`config.mk`:
```
export PLATFORM = sky130hd
export DESIGN_NAME = touch_tap_gesture_detector
export DESIGN_NICKNAME = d
export VERILOG_FILES = /design/src/sv/ttgd_pkg.sv /design/src/sv/ttgd_axis.sv /design/src/sv/touch_tap_gesture_detector.sv
export SDC_FILE = /design/constraint.sdc
export NUM_CORES = 1
export LEC_CHECK = 0
export ABC_CLOCK_PERIOD_IN_PS = 10100
export BUFFER_PORTS_ARGS = -buffer_cell sky130_fd_sc_hd__buf_4
export CAP_MARGIN = 5
export CORE_MARGIN = 1.5
export CORE_UTILIZATION = 55
export DETAILED_ROUTE_END_ITERATION = 8
export GPL_TIMING_DRIVEN = 1
export PLACE_DENSITY = 0.76
export SLEW_MARGIN = 40
export SYNTH_ARGS = -nofsm -noshare
export SYNTH_HDL_FRONTEND = slang
export SYNTH_SLANG_ARGS = --single-unit
```
`constraint.sdc`:
```
create_clock -name clk -period 10.1 [get_ports clk]
set_clock_uncertainty 0.2 [all_clocks]
set_input_delay 2.02 -clock clk [delete_from_list [all_inputs] [get_ports clk]]
set_output_delay 2.02 -clock clk [all_outputs]
set_load 0.005 [all_outputs]
```
`src/sv/ttgd_pkg.sv`:
```
`timescale 1ns / 1ps
`default_nettype none
// ----------------------------------------------------------------------------
// ttgd_pkg: shared types and constants of the touch tap gesture detector
// Report and command payloads, per-axis calibration settings, register map
// and command codes.
// ----------------------------------------------------------------------------
package ttgd_pkg;

    localparam int RAW_W    = 12;
    localparam int TIME_W   = 48;
    localparam int POS_W    = 10;
    localparam int DIM_W    = 11;
    localparam int GAIN_W   = 8;
    localparam int OFFSET_W = 16;
    localparam int WINDOW_W = 24;
    localparam int ADDR_W   = 5;
    localparam int DATA_W   = 32;

    localparam logic CMD_DRAW  = 1'b0;
    localparam logic CMD_CLEAR = 1'b1;

    typedef enum logic [2:0] {
        REG_SCREEN_WIDTH  = 3'd0,
        REG_SCREEN_HEIGHT = 3'd1,
        REG_COL_GAIN      = 3'd2,
        REG_COL_OFFSET    = 3'd3,
        REG_ROW_GAIN      = 3'd4,
        REG_ROW_OFFSET    = 3'd5,
        REG_TAP_WINDOW_US = 3'd6,
        REG_TAP_DISTANCE  = 3'd7
    } reg_index_t;

    typedef enum logic [1:0] {
        PHASE_WAITING  = 2'b01,
        PHASE_PEN_DOWN = 2'b10
    } phase_t;

    typedef struct packed {
        logic [RAW_W-1:0]  raw_x;
        logic [RAW_W-1:0]  raw_y;
        logic              pen_up;
        logic [TIME_W-1:0] time_us;
    } report_t;

    typedef struct packed {
        logic             command;
        logic [POS_W-1:0] draw_col;
        logic [POS_W-1:0] draw_row;
    } command_t;

    typedef struct packed {
        logic [DIM_W-1:0]           dim;
        logic [GAIN_W-1:0]          gain;
        logic signed [OFFSET_W-1:0] offset;
    } axis_cfg_t;

endpackage
`default_nettype wire

```
`src/sv/ttgd_axis.sv`:
```
`timescale 1ns / 1ps
`default_nettype none
// ----------------------------------------------------------------------------
// ttgd_axis: one-axis calibration
// Applies gain * raw + offset with 8 fraction bits (floor), clamps to the
// screen bound and mirrors the result.
// ----------------------------------------------------------------------------
module ttgd_axis (
    input  wire logic [ttgd_pkg::RAW_W-1:0] raw,
    input  wire ttgd_pkg::axis_cfg_t        cfg,
    output logic [ttgd_pkg::POS_W-1:0]      pos
);

    logic [19:0]                   prod;
    logic [21:0]                   sum;
    logic [13:0]                   q;
    logic [ttgd_pkg::DIM_W-1:0]    dim_sat;
    logic [ttgd_pkg::POS_W-1:0]    lim;
    logic [ttgd_pkg::POS_W-1:0]    clamped;

    assign prod = 20'(cfg.gain) * 20'(raw);
    assign sum  = {2'b00, prod} + {{6{cfg.offset[15]}}, cfg.offset};
    assign q    = sum[21:8];

    always_comb
    begin
        if (cfg.dim == '0)
        begin
            dim_sat = 11'd1;
        end
        else if (cfg.dim > 11'd1024)
        begin
            dim_sat = 11'd1024;
        end
        else
        begin
            dim_sat = cfg.dim;
        end
        lim = 10'(dim_sat - 11'd1);
        if (q[13])
        begin
            clamped = '0;
        end
        else if (q[12:0] > {3'b000, lim})
        begin
            clamped = lim;
        end
        else
        begin
            clamped = q[9:0];
        end
        pos = lim - clamped;
    end

endmodule
`default_nettype wire

```
`src/sv/touch_tap_gesture_detector.sv`:
```
`timescale 1ns / 1ps
`default_nettype none
// ----------------------------------------------------------------------------
// touch_tap_gesture_detector: touch report to screen command converter
// Tracks pen-down/pen-up reports, emits draw commands at calibrated and
// mirrored positions and a clear command on a double tap.
// ----------------------------------------------------------------------------
// Takes one report per clock cycle while report_ready is high. A report is
// decided at its transfer (touch phase, tap timing and distance against the
// stored pen-up), held in an input stage, then calibrated by two gain/offset
// multipliers into the command register, which drives cmd and cmd_valid.
// While a command waits in the command register, reports keep
// flowing until one more command sits in the input stage; report_ready then
// drops until cmd_ready frees the command register. Pen-down reports in the
// waiting phase and pen-up reports outside a touch give no command. Write
// configuration only while idle.
// ----------------------------------------------------------------------------
module touch_tap_gesture_detector (
    input  wire logic                            clk,
    input  wire logic                            rst_n,
    input  wire logic                            report_valid,
    output logic                                 report_ready,
    input  wire ttgd_pkg::report_t               report,
    output logic                                 cmd_valid,
    input  wire logic                            cmd_ready,
    output ttgd_pkg::command_t                   cmd,
    input  wire logic                            psel,
    input  wire logic                            penable,
    input  wire logic                            pwrite,
    input  wire logic [ttgd_pkg::ADDR_W-1:0]     paddr,
    input  wire logic [ttgd_pkg::DATA_W-1:0]     pwdata,
    output logic [ttgd_pkg::DATA_W-1:0]         prdata,
    output logic                                 pready
);

    logic [ttgd_pkg::DIM_W-1:0]         width_reg;
    logic [ttgd_pkg::DIM_W-1:0]         height_reg;
    logic [ttgd_pkg::GAIN_W-1:0]        col_gain_reg;
    logic [ttgd_pkg::OFFSET_W-1:0]      col_offset_reg;
    logic [ttgd_pkg::GAIN_W-1:0]        row_gain_reg;
    logic [ttgd_pkg::OFFSET_W-1:0]      row_offset_reg;
    logic [ttgd_pkg::WINDOW_W-1:0]      window_reg;
    logic [ttgd_pkg::RAW_W-1:0]         distance_reg;

    ttgd_pkg::phase_t                   phase_reg;
    ttgd_pkg::phase_t                   phase_next;
    logic [ttgd_pkg::RAW_W-1:0]         down_x_reg;
    logic [ttgd_pkg::RAW_W-1:0]         down_y_reg;
    logic [ttgd_pkg::TIME_W-1:0]        up_time_reg;
    logic [ttgd_pkg::RAW_W-1:0]         up_x_reg;
    logic [ttgd_pkg::RAW_W-1:0]         up_y_reg;

    logic                               s1_valid_reg;
    logic                               s1_valid_next;
    logic                               s1_clear_reg;
    logic [ttgd_pkg::RAW_W-1:0]         s1_x_reg;
    logic [ttgd_pkg::RAW_W-1:0]         s1_y_reg;
    logic                               cmd_valid_reg;
    ttgd_pkg::command_t                 cmd_reg;

    logic                               accept;
    logic                               emit;
    logic                               s1_adv;
    logic                               tap;
    logic [ttgd_pkg::TIME_W-1:0]        elapsed;
    logic [ttgd_pkg::RAW_W-1:0]         dx;
    logic [ttgd_pkg::RAW_W-1:0]         dy;
    logic                               cfg_write;
    ttgd_pkg::reg_index_t               cfg_index;
    ttgd_pkg::axis_cfg_t                col_cfg;
    ttgd_pkg::axis_cfg_t                row_cfg;
    logic [ttgd_pkg::POS_W-1:0]         col_pos;
    logic [ttgd_pkg::POS_W-1:0]         row_pos;

    // configuration port
    assign pready    = 1'b1;
    assign cfg_write = psel && penable && pwrite;
    assign cfg_index = ttgd_pkg::reg_index_t'(paddr[4:2]);

    always_ff @(posedge clk or negedge rst_n)
    begin
        if (!rst_n)
        begin
            width_reg      <= 11'd240;
            height_reg     <= 11'd320;
            col_gain_reg   <= 8'd18;
            col_offset_reg <= 16'hEE3C;
            row_gain_reg   <= 8'd23;
            row_offset_reg <= 16'hE01A;
            window_reg     <= 24'd550000;
            distance_reg   <= 12'd30;
        end
        else if (cfg_write)
        begin
            unique case (cfg_index)
                ttgd_pkg::REG_SCREEN_WIDTH:  width_reg      <= pwdata[10:0];
                ttgd_pkg::REG_SCREEN_HEIGHT: height_reg     <= pwdata[10:0];
                ttgd_pkg::REG_COL_GAIN:      col_gain_reg   <= pwdata[7:0];
                ttgd_pkg::REG_COL_OFFSET:    col_offset_reg <= pwdata[15:0];
                ttgd_pkg::REG_ROW_GAIN:      row_gain_reg   <= pwdata[7:0];
                ttgd_pkg::REG_ROW_OFFSET:    row_offset_reg <= pwdata[15:0];
                ttgd_pkg::REG_TAP_WINDOW_US: window_reg     <= pwdata[23:0];
                ttgd_pkg::REG_TAP_DISTANCE:  distance_reg   <= pwdata[11:0];
                default:                     ;
            endcase
        end
    end

    always_comb
    begin
        unique case (cfg_index)
            ttgd_pkg::REG_SCREEN_WIDTH:  prdata = 32'(width_reg);
            ttgd_pkg::REG_SCREEN_HEIGHT: prdata = 32'(height_reg);
            ttgd_pkg::REG_COL_GAIN:      prdata = 32'(col_gain_reg);
            ttgd_pkg::REG_COL_OFFSET:    prdata = 32'(col_offset_reg);
            ttgd_pkg::REG_ROW_GAIN:      prdata = 32'(row_gain_reg);
            ttgd_pkg::REG_ROW_OFFSET:    prdata = 32'(row_offset_reg);
            ttgd_pkg::REG_TAP_WINDOW_US: prdata = 32'(window_reg);
            ttgd_pkg::REG_TAP_DISTANCE:  prdata = 32'(distance_reg);
            default:                     prdata = '0;
        endcase
    end

    // report decision
    assign s1_adv       = s1_valid_reg && (!cmd_valid_reg || cmd_ready);
    assign report_ready = !s1_valid_reg || s1_adv;
    assign accept       = report_valid && report_ready;
    assign emit         = accept && (phase_reg == ttgd_pkg::PHASE_PEN_DOWN);

    assign elapsed = report.time_us - up_time_reg;
    assign dx      = (up_x_reg > down_x_reg) ? up_x_reg - down_x_reg : down_x_reg - up_x_reg;
    assign dy      = (up_y_reg > down_y_reg) ? up_y_reg - down_y_reg : down_y_reg - up_y_reg;
    assign tap     = (elapsed < 48'(window_reg)) && (dx < distance_reg) && (dy < distance_reg);

    always_comb
    begin
        phase_next = phase_reg;
        unique case (phase_reg)
            ttgd_pkg::PHASE_WAITING:
            begin
                if (!report.pen_up)
                begin
                    phase_next = ttgd_pkg::PHASE_PEN_DOWN;
                end
            end
            ttgd_pkg::PHASE_PEN_DOWN:
            begin
                if (report.pen_up)
                begin
                    phase_next = ttgd_pkg::PHASE_WAITING;
                end
            end
            default: phase_next = ttgd_pkg::PHASE_WAITING;
        endcase
    end

    always_comb
    begin
        s1_valid_next = s1_valid_reg;
        if (accept)
        begin
            s1_valid_next = emit;
        end
        else if (s1_adv)
        begin
            s1_valid_next = 1'b0;
        end
    end

    always_ff @(posedge clk or negedge rst_n)
    begin
        if (!rst_n)
        begin
            phase_reg    <= ttgd_pkg::PHASE_WAITING;
            down_x_reg   <= '0;
            down_y_reg   <= '0;
            up_time_reg  <= '0;
            up_x_reg     <= '0;
            up_y_reg     <= '0;
            s1_valid_reg <= 1'b0;
        end
        else
        begin
            s1_valid_reg <= s1_valid_next;
            if (accept)
            begin
                phase_reg <= phase_next;
                if (!report.pen_up)
                begin
                    down_x_reg <= report.raw_x;
                    down_y_reg <= report.raw_y;
                end
                else if (phase_reg == ttgd_pkg::PHASE_PEN_DOWN)
                begin
                    up_time_reg <= report.time_us;
                    up_x_reg    <= down_x_reg;
                    up_y_reg    <= down_y_reg;
                end
            end
        end
    end

    // input stage payload
    always_ff @(posedge clk)
    begin
        if (emit)
        begin
            s1_clear_reg <= report.pen_up && tap;
            s1_x_reg     <= report.pen_up ? down_x_reg : report.raw_x;
            s1_y_reg     <= report.pen_up ? down_y_reg : report.raw_y;
        end
    end

    // calibration
    assign col_cfg = '{dim: width_reg, gain: col_gain_reg, offset: col_offset_reg};
    assign row_cfg = '{dim: height_reg, gain: row_gain_reg, offset: row_offset_reg};

    ttgd_axis u_col (
        .raw (s1_x_reg),
        .cfg (col_cfg),
        .pos (col_pos)
    );

    ttgd_axis u_row (
        .raw (s1_y_reg),
        .cfg (row_cfg),
        .pos (row_pos)
    );

    // command register
    always_ff @(posedge clk or negedge rst_n)
    begin
        if (!rst_n)
        begin
            cmd_valid_reg <= 1'b0;
        end
        else if (s1_adv)
        begin
            cmd_valid_reg <= 1'b1;
        end
        else if (cmd_ready)
        begin
            cmd_valid_reg <= 1'b0;
        end
    end

    always_ff @(posedge clk)
    begin
        if (s1_adv)
        begin
            if (s1_clear_reg)
            begin
                cmd_reg <= '{command: ttgd_pkg::CMD_CLEAR, draw_col: '0, draw_row: '0};
            end
            else
            begin
                cmd_reg <= '{command: ttgd_pkg::CMD_DRAW, draw_col: col_pos,
                             draw_row: row_pos};
            end
        end
    end

    assign cmd_valid = cmd_valid_reg;
    assign cmd       = cmd_reg;

endmodule
`default_nettype wire
```
Word-level counts from Yosys, hierarchy flattened:

Cells that the tools add are included.
Widths: inputs -> output; s select.

* bits in registers: 252
* input bits: 117
* output and inout bits: 56
* logic and storage cells: 103

* add/sub/neg operators: 11
* multiply operators: 2
* order comparisons: 9
* eq/ne operators: 11
* mux-type cells: 21
* reduce and logical (&&, ||, !) cells: 27

Operator list (count)
* $pmux 32 s8: 1
* $mux 10: 8
* $lt 48x24->1: 1
* $mux 12: 4
* $sub 12x12->12: 4
* $sub 48x48->48: 1
* $add 21x16->22: 2
* $mul 8x12->20: 2
* $gt 13x10->1: 2
* $gt 12x12->1: 2
* $lt 12x12->1: 2
* $gt 11x11->1 const B: 2
* $logic_not 11->1: 2
* $mux 21: 1
* $sub 10x1->10 const B: 2
* $sub 10x10->10: 2
* $reduce_and 2->1: 8
* $eq 3x3->1 const B: 4
* $logic_and 1x1->1: 8
* $eq 3x2->1 const B: 2
* $reduce_and 3->1: 2
* $mux 1: 4
* $mux 2: 2
* $ne 2x2->1 const B: 2
* 8 further kinds: 11

Depth between registers and ports, before layout:

Gate-level depths: netlist of the first run.

* word-level depth: 9
* mapped depth: 51
* depth with buffers taken out: 48

By module:

Synthesis of the first run repeated with hierarchy kept, for this count alone.

* cells, all modules: 2865
* area total of the unflattened synthesis: 26108.8 µm²

Modules (own cells, without submodules)
* touch_tap_gesture_detector: instances 1, cells each 1660, area an instance 16399.5 µm², sequential area each 6586.3 µm²
* ttgd_axis at u_col: instances 1, cells each 610, area an instance 4869.7 µm², sequential area each 0.0 µm²
* ttgd_axis at u_row: instances 1, cells each 595, area an instance 4839.6 µm², sequential area each 0.0 µm²

Worst setup path after synthesis of the first run:

OpenSTA, ideal clock, no wires.

* path type: register -> register
* from: register col_gain_reg[4] in the netlist's numbering
* to: register cmd_reg (netlist bit cmd[19]), data pin
* library setup time: 0.255 ns
* arrival time: 9.552 ns
* required time: 9.645 ns
* slack: 0.093 ns
* cell stages (with the launch flop): 47
* buffers on the path: 3
* period minus slack after synthesis: 10.007 ns
* cells stage by stage: dfstp_2 clkbuf_1 nand2_1 fa_1 fa_1 inv_1 fa_1 inv_1 fa_1 inv_1 ha_1 a21oi_1 o21bai_1 a21oi_1 o21ai_0 o41ai_1 o21bai_1 a21oi_1 (+11 left out) nor4_1 and3_1 clkbuf_1 clkbuf_1 nor2_1 o21ai_0 ha_1 nor2b_1 o21ai_0 a21boi_0 o21ai_0 a21boi_0 o21ai_0 nand2_1 a21o_1 a21o_1 o21a_1 o21ba_2

* cells in the longest elaborated chain, start to end: 6

RTL lines
* start: declaration: RTL line touch_tap_gesture_detector.sv:38 `logic [ttgd_pkg::GAIN_W-1:0] col_gain_reg;`
* start signal: assignment: RTL line touch_tap_gesture_detector.sv:98 `ttgd_pkg::REG_COL_GAIN: col_gain_reg <= pwdata[7:0];`
* $mul 8x12->20 (*): RTL line ttgd_axis.sv:21 `assign prod = 20'(cfg.gain) * 20'(raw);`
* $add 21x16->22 (*): RTL line ttgd_axis.sv:22 `assign sum = {2'b00, prod} + {{6{cfg.offset[15]}}, cfg.offset};`
* $gt 13x10->1: RTL line ttgd_axis.sv:44 `else if (q[12:0] > {3'b000, lim})`
* $mux 10: RTL line ttgd_axis.sv:44
* $mux 10 (*): RTL line ttgd_axis.sv:40 `if (q[13])`
* $sub 10x10->10 (*): RTL line ttgd_axis.sv:52 `pos = lim - clamped;`
* end signal: assignment: RTL line touch_tap_gesture_detector.sv:253 `cmd_reg <= '{command: ttgd_pkg::CMD_CLEAR, draw_col: '0, draw_row: '0};`
* end signal: assignment: RTL line touch_tap_gesture_detector.sv:257 `cmd_reg <= '{command: ttgd_pkg::CMD_DRAW, draw_col: col_pos,`
* end: declaration: RTL line touch_tap_gesture_detector.sv:59 `ttgd_pkg::command_t cmd_reg;`

Every way passes the cells marked *; elsewhere a longest branch is shown, timed or not.
A chain may end at the register's enable or synchronous reset.

Final worst setup path of the first run:

Same ends and word-level chain as after synthesis.

==> reports/results.txt, run 1 <==
Crit end category -> register
Count of pins over their slew limit -> 0
NetSw -> 5.53 mW
Post-synthesis register bit count -> 252
Transition time of the tightest slew-check pin -> 0.870 ns
Nets -> 3626
DR WL/cell -> 19.1 um
Required time of the critical path -> 10.23 ns
Number of synthesized flops with an enable pin -> 46
Io pins -> 173
Rel. slew slack -> 0.420
Pleak -> 14.0 nW
Final setup viols -> 0
Clk pwr share -> 0.099
Max-cap violations -> 0
CTS Buf Count -> 31
Ys flop type -> dfrtp_1
Most common cell after layout, fill and taps aside -> inv_1
Drt total wl -> 70900 um
Post-Synthesis Cells -> 2885
Row count -> 79
Status -> finished, final reports clean
Total design power -> 11.5 mW
Vias in the first global route -> 21400
First-pass GRT wire length -> 112000 um
WHS -> 0.289 ns
Vias -> 21700
Chip width -> 219 um
Via density -> 5.85
Mean post-synth cell area -> 8.90 um2
Post-DP HPWL -> 55500 um
CTS H-tree lvls -> 1
Post-route ant nets -> 0
GRT overflow -> 0
Reg power frac -> 0.139
PwrDens -> 393 mW/mm2
Final hold vios -> 0
Cell area after synthesis -> 0.0257 mm2
Drt initial violations -> 1532
Core ar. -> 0.0464 mm2
Final Cycle Share -> 0.963
Post-synth cell types -> 84
Worst reg2reg path depth -> 43
Worst VDD drop -> 0.267 mV
Register area share after synthesis -> 0.256
Synth warn -> 0
P_int -> 5.99 mW
Crit path DAT -> 9.86 ns
CP max FO -> 11
IO Port Bufs -> 153
Combinational Power Share -> 0.762
Post-route minimum period -> 9.73 ns
Num Clock Sinks -> 252
Drt drc -> 0
Share of layout cells above drive strength 1 -> 0.183
RePlAce Congestion -> 0.938
Largest net degree at the start of global routing -> 98
Startpoint Class -> register
Most frequent cells in the layout -> inv_1, ha_1, nand2_1
Max Freq -> 103 MHz
Clock transition at the registers of the reported paths -> 0.07 ns
Slowest CP cell -> dfstp_2
Critical path class -> reg2reg
Clock tree buffer depth -> 3
Initial antenna violation count -> 0
Initial Util -> 0.554
Worst Hold Class -> reg2reg
Global Route Usage Sum -> 0.293
Die Span Y -> 219 um
Die area -> 0.0480 mm2
CTS tree -> done
Clk root buf -> clkbuf_16
Detailed Routing Iterations Pass 1 -> 6
Area after DPL -> 0.0278 mm2
Final std cell area, no fill -> 0.0293 mm2
Layout area overhead -> 14.1%
Worst path max stage delay -> 0.59 ns
Clock Latency Late Sink -> 0.60 ns
Max reg flops -> 48
Async S/R FF share, synth -> 0.817
Net Sw Frac -> 0.480
Hold Crit Depth -> 2
timing repair:
action                     4_1_cts  5_1_grt
setup buffers                    3       21
gates resized for setup          7       69
setup endpoints to repair        3       11
pin swaps                        2       34
hold buffers                     0        0
power by group through the flow:
stage | clock (mW) | combinational, mW | sequential, mW
final | 1.14 | 8.78 | 1.60
after global routing | 1.19 | 9.74 | 1.63
after CTS | 1.16 | 8.29 | 1.59
after detailed placement | 0 | 8.21 | 1.61
after global placement | 0 | 7.90 | 1.59
after floorplan | 0 | 5.93 | 1.51
stage by stage:
stage | TNS (ns) | utilization | setup WS, ns | std cells
2_1_floorplan | 0 | - | 0.0927 | 2892
3_3_place_gp | -0.117 | 0.600 | -0.117 | 3631
3_5_place_dp | -0.351 | 0.600 | -0.196 | 3632
4_1_cts | -0.0318 | 0.623 | -0.0318 | 3693
5_1_grt | -0.460 | 0.632 | -0.148 | 3714
6_report | 0 | 0.633 | 0.374 | 3715
critical path, delay by kind of cell, from the launching register on:
kind	cells	cell delay (ns)
AOI/OAI and AO/OA	17	2.66
muxes	1	0.07
adders and majority gates	8	3.29
and+or+nand+nor	9	1.57
xor gates and xnor gates	2	0.42
DFF	1	0.59
buffers and inverters	6	0.62
synth_stat cells, types with 10 or more instances:
cell / count / share of area
inv_1: 370 / 0.054
dfrtp_1: 166 / 0.16
clkbuf_1: 71 / 0.010
nand2b_1: 21 / 0.0051
a21boi_0: 10 / 0.0029
xnor2_1: 75 / 0.026
a21o_1: 50 / 0.015
o211ai_1: 17 / 0.0050
and3_1: 17 / 0.0041
edfxtp_1: 46 / 0.054
o21ai_0: 200 / 0.039
nand4_1: 28 / 0.0068
mux2_2: 144 / 0.063
nand2_1: 276 / 0.040
xor2_1: 37 / 0.013
nand3_1: 38 / 0.0074
nor2b_1: 21 / 0.0051
or2_2: 10 / 0.0024
nor2_1: 157 / 0.023
or3_1: 10 / 0.0024
o2111ai_1: 10 / 0.0034
fa_1: 127 / 0.099
a21oi_1: 143 / 0.028
a221oi_1: 10 / 0.0034
o21a_1: 30 / 0.0088
ha_1: 300 / 0.15
o21bai_1: 23 / 0.0067
nor3_1: 55 / 0.011
dfstp_2: 40 / 0.041
and2_1: 156 / 0.038
a211oi_1: 15 / 0.0044
mux2i_1: 36 / 0.014
cells by family after synthesis:
kind of cell / share of synthesized area
simple gates: 0.158
flops: 0.256
mux: 0.0815
xor+xnor: 0.0382
buf+inv: 0.0700
other cells: 0.000292
fa+ha+maj: 0.245
compound gates: 0.151
worst paths after layout:
kind	start	to	slack, ns
max	col_gain_reg[4]	cmd[19]	0.37
min	up_time_reg[0]	up_time_reg[0]	0.29
max reg2reg	col_gain_reg[4]	cmd[19]	0.37
min reg2reg	up_time_reg[0]	up_time_reg[0]	0.29
max in group asynchronous	rst_n	col_gain_reg[6]	7.33
min in group asynchronous	rst_n	down_y_reg[5]	1.20
final cells by class:
class,instances,area (um2)
Multi-Input combinational cell,2174,17600
Clock inverter,17,165
Inverter,373,1400
Timing Repair Buffer,250,1900
Tap cell,607,759
Fill cell,3877,17000
Clock buffer,41,865
Antenna cell,1,2.50
Sequential cell,252,6590
per-layer routing:
metal | routed length, um | global-route usage
met2 | 33500 | 0.490
met4 | 2890 | 0.105
met5 | 0 | 0
met1 | 30400 | 0.389
met3 | 4040 | 0.0401
(Power assumes the default switching activity.)
==> run 2: changes to the inputs <==
--- a/config.mk
+++ b/config.mk
@@ -5,6 +5,7 @@
 export SDC_FILE = /design/constraint.sdc
 export NUM_CORES = 1
 export LEC_CHECK = 0
+export ABC_AREA = 1
 export ABC_CLOCK_PERIOD_IN_PS = 10100
 export BUFFER_PORTS_ARGS = -buffer_cell sky130_fd_sc_hd__buf_4
 export CAP_MARGIN = 5
==> reports/results.txt, run 2 <==
CTS H-tree lvls -> 1
Multi-input gate area -> 0.0178 mm2
N_diodes -> 0
Die area -> 0.0519 mm2
Vias in the first global route -> 24600
Number of synthesized flops with an enable pin -> 46
Max reg flops -> 48
RSZ-0062 raised after global routing -> false
Critical path class -> reg2reg
Initial Util -> 0.556
Worst path max stage delay -> 0.73 ns
Most common cell after layout, fill and taps aside -> nand2_1
Clk root buf -> clkbuf_16
Synth area leaders -> dfrtp_1, nand2_1, ha_1, inv_1, fa_1
Vias -> 25400
Ys flop type -> dfrtp_1
Crit end category -> register
Crit path DAT -> 9.45 ns
Final hold vios -> 0
Most frequent cells in the layout -> nand2_1, inv_1, ha_1
Post-route minimum period -> 9.31 ns
Rel. slew slack -> 0.463
Register Area -> 0.00660 mm2
Via density -> 5.34
Transition time of the tightest slew-check pin -> 0.800 ns
Final setup viols -> 0
Yosys top cell area share -> 0.149
CTS Buf Count -> 31
Synth warn -> 0
Post-synth cell types -> 68
Count of pins over their slew limit -> 0
Cell taking the most area after synthesis -> dfrtp_1
Startpoint Class -> register
Compound-Gate Fraction of Synth Area -> 0.144
Async S/R FF share, synth -> 0.817
Largest family of logic cells by synthesized area -> adder cells
Required time of the critical path -> 10.24 ns
Drt total wl -> 74200 um
Post-synthesis register bit count -> 252
Initial antenna violation count -> 2
Fillers -> 4672
WHS -> 0.294 ns
XOR/XNOR Fraction of Synth Area -> 0.0359
Mux contribution to synthesized area -> 0.00360
Post-Synthesis Cells -> 3961
Final Cycle Share -> 0.922
Detailed Routing Iterations Pass 1 -> 6
Status -> finished, final reports clean
Drt initial violations -> 1978
Largest net degree at the start of global routing -> 110
Post-DP HPWL -> 60500 um
CP max FO -> 14
Clock Latency Late Sink -> 0.60 ns
Chip width -> 228 um
Io pins -> 173
Global Route Usage Sum -> 0.287
Post-Synth Adder-Cell Area -> 0.227
Setup TNS -> 0 ns
DR WL/cell -> 15.6 um
Clock transition at the registers of the reported paths -> 0.06 ns
IO Port Bufs -> 153
GRT overflow -> 0
Row count -> 82
Post-route ant nets -> 0
Post-Synth Simple-Gate Area -> 0.226
Max-cap violations -> 0
CTS tree -> done
Worst Hold Class -> reg2reg
Max Freq -> 107 MHz
Nets -> 4608
Slowest CP cell -> dfstp_4
CP dominant cell by count -> nand2_1
Layout area overhead -> 10.3%
Register area share after synthesis -> 0.237
Clock tree buffer depth -> 3
Drt drc -> 0
Core ar. -> 0.0500 mm2
Top post-synthesis cells by count -> nand2_1, inv_1, ha_1
Num Clock Sinks -> 252
First-pass GRT wire length -> 122000 um
Die Span Y -> 228 um
Most common cell in the synthesized netlist -> nand2_1
Cell area after synthesis -> 0.0278 mm2
RePlAce Congestion -> 1.01
Mean post-synth cell area -> 7.02 um2
Share of layout cells above drive strength 1 -> 0.0841
-- run 2: cell types whose count changed in the layout (fill, tap and decap cells not counted), moves of 32 or more --
cell	before	now
nand2_1	275	1037
inv_1	370	795
a21oi_1	128	288
and2_1	149	1
mux2_2	144	8
nor2_1	154	264
buf_4	242	166
o21ai_0	188	259
nand3_1	38	108
mux2i_1	36	1
xor2_1	36	71
a21o_1	50	18
-- run 2: repair_timing --
item	in CTS	in global routing
buffers inserted	0	3
hold buffers	0	0
gates resized for setup	0	11
setup endpoints to repair	0	2
-- run 2: layer usage --
metal,part of all wire,track usage
met5,0.00046,0
met4,0.031,0.0808
met3,0.076,0.0440
met2,0.46,0.486
met1,0.43,0.380
-- run 2: final timing paths --
check	startpoint	end	slack (ns)	depth (start not counted)
worst max-delay path	col_gain_reg[4]	cmd[18]	0.79	49
worst min-delay path	distance_reg[11]	distance_reg[11]	0.29	2
worst max register to register	col_gain_reg[4]	cmd[18]	0.79	49
worst min register to register	distance_reg[11]	distance_reg[11]	0.29	2
max in group asynchronous	rst_n	width_reg[2]	7.32	2
min in group asynchronous	rst_n	down_x_reg[0]	1.17	1
-- run 2: logic make-up (layout without fill, tap and decap cells) --
kind of cell             count (synthesis)  after routing
flip-flops                             252            252
other                                    2              9
buffers and inverters                  907           1028
AO/OA/AOI/OAI                          717            717
adder cells (fa/ha/maj)                427            427
multiplexers                             9              9
AND/OR/NAND/NOR                       1534           1534
XOR/XNOR                               113            113
-- run 2: final cells by class --
| type | count | share of cell area |
|---|---|---|
| Inverter | 800 | 0.0980 |
| Tap cell | 672 | 0.0274 |
| Timing Repair Buffer | 170 | 0.0429 |
| Clock buffer | 41 | 0.0285 |
| Clock inverter | 17 | 0.00800 |
| Multi-Input combinational cell | 2809 | 0.580 |
| Sequential cell | 252 | 0.215 |
-- run 2: through the flow --
step / area, um2 / util / instances / worst slack (ns)
finish: 30600 / 0.613 / 4761 / 0.790
global route: 30600 / 0.613 / 4761 / 0.0101
CTS: 30600 / 0.612 / 4758 / 0.565
detailed placement: 29500 / 0.590 / 4700 / 0.611
global placement: 29400 / 0.589 / 4699 / 0.749
floorplan: 27800 / - / 3968 / 1.42
-- run 2: worst max-delay path: cells and delay by family, from the launching register on --
kind,cells,cell delay (ns)
AO/OA/AOI/OAI,15,2.38
XOR/XNOR,2,0.44
adder cells (fa/ha/maj),9,3.58
buffers and inverters,9,0.57
flip-flops,1,0.73
AND/OR/NAND/NOR,14,1.11
Power of run 2 is not shown: default switching activity piles up to over one toggle a cycle in this logic, so the estimate is an artifact.
